===== config.mk =====
export PLATFORM = sky130hd
export DESIGN_NAME = vdi_cmp
export DESIGN_NICKNAME = d
export VERILOG_FILES = /design/src/design/vdi_pkg.sv /design/src/design/vdi_cmp.sv
export SDC_FILE = /design/constraint.sdc
export NUM_CORES = 1
export LEC_CHECK = 0
export BUFFER_PORTS_ARGS = -buffer_cell sky130_fd_sc_hd__buf_2
export CORE_AREA = 2 2 203 205
export DETAILED_ROUTE_END_ITERATION = 6
export DIE_AREA = 0 0 205 207
export GPL_ROUTABILITY_DRIVEN = 0
export MAX_ROUTING_LAYER = met4
export PLACE_DENSITY = 0.86
export SLEW_MARGIN = 0
export SYNTH_ARGS = -nofsm -noshare
export SYNTH_HDL_FRONTEND = slang
export SYNTH_SLANG_ARGS = --single-unit

===== constraint.sdc =====
create_clock -name vclk -period 10
set_input_delay 0 -clock vclk [all_inputs]
set_output_delay 0 -clock vclk [all_outputs]
set_load 0.005 [all_outputs]

===== src/design/vdi_pkg.sv =====
package vdi_pkg;

    localparam int unsigned TABLE_DEPTH_DEF = 1024;
    localparam int unsigned COMP_W          = 32;
    localparam int unsigned NUM_COMP        = 8;
    localparam int unsigned TOL_W           = 17;
    localparam int unsigned IDX_OUT_W       = 10;
    localparam logic [TOL_W-1:0] TOL_RESET  = 17'd656;

    // APB data width and register map
    localparam int unsigned APB_DW  = 32;
    localparam int unsigned APB_AW  = 3;
    localparam logic        REG_TOL = 1'b0;   // word index, paddr[2]

    typedef struct packed {
        logic signed [COMP_W-1:0] pos_x;
        logic signed [COMP_W-1:0] pos_y;
        logic signed [COMP_W-1:0] pos_z;
        logic signed [COMP_W-1:0] tex_u;
        logic signed [COMP_W-1:0] tex_v;
        logic signed [COMP_W-1:0] norm_x;
        logic signed [COMP_W-1:0] norm_y;
        logic signed [COMP_W-1:0] norm_z;
    } vdi_in_t;

    typedef struct packed {
        logic [IDX_OUT_W-1:0] vertex_index;
        logic                 is_new;
        logic                 overflow;
    } vdi_out_t;

    typedef enum logic {
        ST_IDLE,
        ST_SCAN
    } vdi_state_t;

endpackage


===== src/design/vdi_cmp.sv =====
module vdi_cmp
    import vdi_pkg::*;
(
    input  vdi_in_t          a,
    input  vdi_in_t          b,
    input  logic [TOL_W-1:0] tol,
    output logic             hit
);

    logic [NUM_COMP*COMP_W-1:0] a_flat;
    logic [NUM_COMP*COMP_W-1:0] b_flat;
    logic [NUM_COMP-1:0]        close;
    logic signed [COMP_W:0]     tol_pos;
    logic signed [COMP_W:0]     tol_neg;

    assign a_flat  = a;
    assign b_flat  = b;
    assign tol_pos = $signed({{(COMP_W+1-TOL_W){1'b0}}, tol});
    assign tol_neg = -tol_pos;

    // exact signed difference on 33 bits; close means -tol < d < tol
    always_comb
    begin
        logic signed [COMP_W:0] ax;
        logic signed [COMP_W:0] bx;
        logic signed [COMP_W:0] d;
        for (int c = 0; c < NUM_COMP; c++)
        begin
            ax = $signed({a_flat[c*COMP_W+COMP_W-1], a_flat[c*COMP_W +: COMP_W]});
            bx = $signed({b_flat[c*COMP_W+COMP_W-1], b_flat[c*COMP_W +: COMP_W]});
            d  = ax - bx;
            close[c] = (d < tol_pos) && (d > tol_neg);
        end
    end

    assign hit = &close;

endmodule


==> impl_metrics.yaml <==
global_routing:
  grt_pass1_vias: 26000
  overflow: 0
  antenna_found_initial: 14
  grt_pass1_wl_um: 130000
  grt_max_degree: 17
  grt_usage_pct: 38.5
timing:
  whs_ns: 0.871
  fin_ws_ns: 3.72
  slew-limit-headroom_pct: 16.4
  setup_tns_ns: 0
  setup_viol: 0
  max_freq_ghz: 0.159
  rsz0062_at_grt: "false"
  layout_min_cycle_time_ns: 6.28
  hold_viol: 0
  worstMarginPinSlew_ns: 1.25
  drv_slew: 0
  fin_crit_sh_pct: 62.8
setup_path:
  worstPathArrival_ns: 6.28
  cp_slowest_cell: "or4_1"
  cp.required_ns: 10.00
  path_class: "primary input to primary output"
  critPathLaunchType: "primary input"
  path_max_fanout: 11
  crit_buf_inv: 3
  crit_path_end_kind: "primary output"
  cp_cell_sequence: "buf_2 -> inv_1 -> nand2_1 -> or4_1 -> nor4_1 -> nand2_1 -> nor4_1 -> xnor2_2 -> ha_1 -> nand2_1 -> or4_1 -> or4_1 -> o22ai_1 -> o31ai_1 -> a211oi_1 -> nand4_1 -> nor2_1 -> nand3_1 -> o32ai_2 -> o2111ai_1 -> nor4_2 -> buf_2"
  crit_family: "simple AND/OR/NAND/NOR gates"
  cp_slowest_stage_delay_ns: 0.58
floorplan:
  dieHeight_um: 207
  initial_core_util_pct: 58.8
  die_w_um: 205
  die_area_um2: 42400
  core_area_um2: 40400
  top_level_ports: 530
  fp-row-count: 74
yosys:
  yosys_warnings: 0
  yosysMostFrequentCell: "ha_1"
  ys_types: 101
  synth-xor-area-share_pct: 7.97
  muxShareOfSynthArea_pct: 0.269
  synthCells: 3341
  ys_top_cells_by_area: "ha_1 (34%), a21oi_1 (7.1%), inv_1 (5.8%), xnor2_1 (5.3%), o21ai_0 (4.5%)"
  yosysTopAreaCell: "ha_1"
  synth-simple-area-share_pct: 21.3
  netlist_area_um2: 23700
  synth_compound_area_share_pct: 28.7
  synth_top_family_by_area: "adder cells"
  seq_area_frac_synth_pct: 0
  synthTopCellsByCount: "ha_1 (650), inv_1 (364), a21oi_1 (338)"
  synth_top_area_share_pct: 34.3
  synth_nets: 4528
  syn_area_per_cell_um2: 7.11
  synthAdderAreaFrac_pct: 34.9
finish:
  n_fill_cell: 3638
  fin_nets: 5030
  register_area_um2: 0
  drive_gt1_share_pct: 16.5
  clock_buffers: 0
  seq_cells: 0
  syn_to_final_growth_pct: 14.5
clock_tree:
  cts_resized: 0
  cts_setup_buffers: 0
  cts_hold_buf: 0
placement:
  place_ws_ns: 3.95
  dp_hpwl_um: 71600
  portBuffers: 530
power_and_ir_drop:
  leakage_nw: 14.4
  power.density_nw_per_um2: 73.7
  ir_drop_uv: 36.8
route:
  post_drt_wl_per_cell_um: 19.3
  dr.first_iter.drc_count: 2220
  vias: 28000
  totalWireLength_um: 84700
  avgViaCountPerCell: 6.37
  wl_met3_um: 8620
  drc: 5
  firstDrtPassIters: 7
  met2_length_um: 37500
  ant_nets: 0
  met1Wirelength_um: 33400
  top_layer_used: "met4"
status:
  status: "finished, violations left"
  violations: "design-rule violations"
worst_hold_path:
  hp-class: "primary input to primary output"
run:
  max_cap_violations: 0
## per-layer routing
metal / GRT usage, % / up-vias
met4: 19.8 / 0
met2: 62.0 / 1549
met1: 46.4 / 12600
met3: 5.54 / 399
met5: - / -
li1: - / 13400
## cell usage in the layout, fill, tap and decap left out, drive strengths merged, types with 32 or more instances in the layout
| cell | instances |
|---|---|
| a211oi | 51 |
| a21o | 106 |
| a21oi | 343 |
| a31oi | 32 |
| buf | 550 |
| ha | 650 |
| inv | 364 |
| nand2 | 227 |
| nand2b | 43 |
| nand3 | 93 |
| nand4 | 88 |
| nor2 | 224 |
| nor2b | 51 |
| nor3 | 76 |
| o211ai | 41 |
| o21a | 45 |
| o21ai | 226 |
| xnor2 | 145 |
| xor2 | 71 |
## logic make-up (layout without fill, tap and decap cells)
kind of cell,count (synthesis),after routing
XOR/XNOR,216,216
buffers and inverters,414,914
AND/OR/NAND/NOR,989,989
multiplexers,6,6
other,0,14
adder cells (fa/ha/maj),658,658
AO/OA/AOI/OAI,1058,1058
## path summary, 6_finish.rpt
check | from | end | slack, ns | cells past startpoint
max | tol[2] | hit | 3.72 | 22
min | a[159] | hit | 0.87 | 6
## final cells by class
type	count	area, um2	area share, %
Inverter	364	1370	5.03
Multi-Input combinational cell	2927	22300	82.1
Timing Repair Buffer	550	2800	10.3
Tap cell	532	666	2.45
Antenna cell	14	35.0	0.129
## worst min-delay path, stage by stage
cell    delay (ns)
buf_2         0.10
ha_1          0.18
o21a_1        0.17
o31a_1        0.21
nor4_2        0.09
buf_2         0.12
## per-stage QoR
step,util (%),power [mW],cells,instance area [um2]
6_report,67.3,2.00,4387,27200
2_1_floorplan,-,1.37,3341,23700
3_3_place_gp,67.3,1.89,4373,27100
3_5_place_dp,67.3,1.93,4373,27100
5_1_grt,67.3,2.21,4387,27200
4_1_cts,67.3,1.95,4373,27100
## where the power goes
| part | leakage, nW | total (mW) | internal, mW | switching (mW) |
|---|---|---|---|---|
| clock network | 0.0000887 | 0.000000188 | 0.000000188 | 0 |
| registers | 0 | 0 | 0 | 0 |
| logic | 14.4 | 2.00 | 0.815 | 1.19 |
| total | 14.4 | 2.00 | 0.815 | 1.19 |
Note: power is estimated with default switching activity, not from simulation.
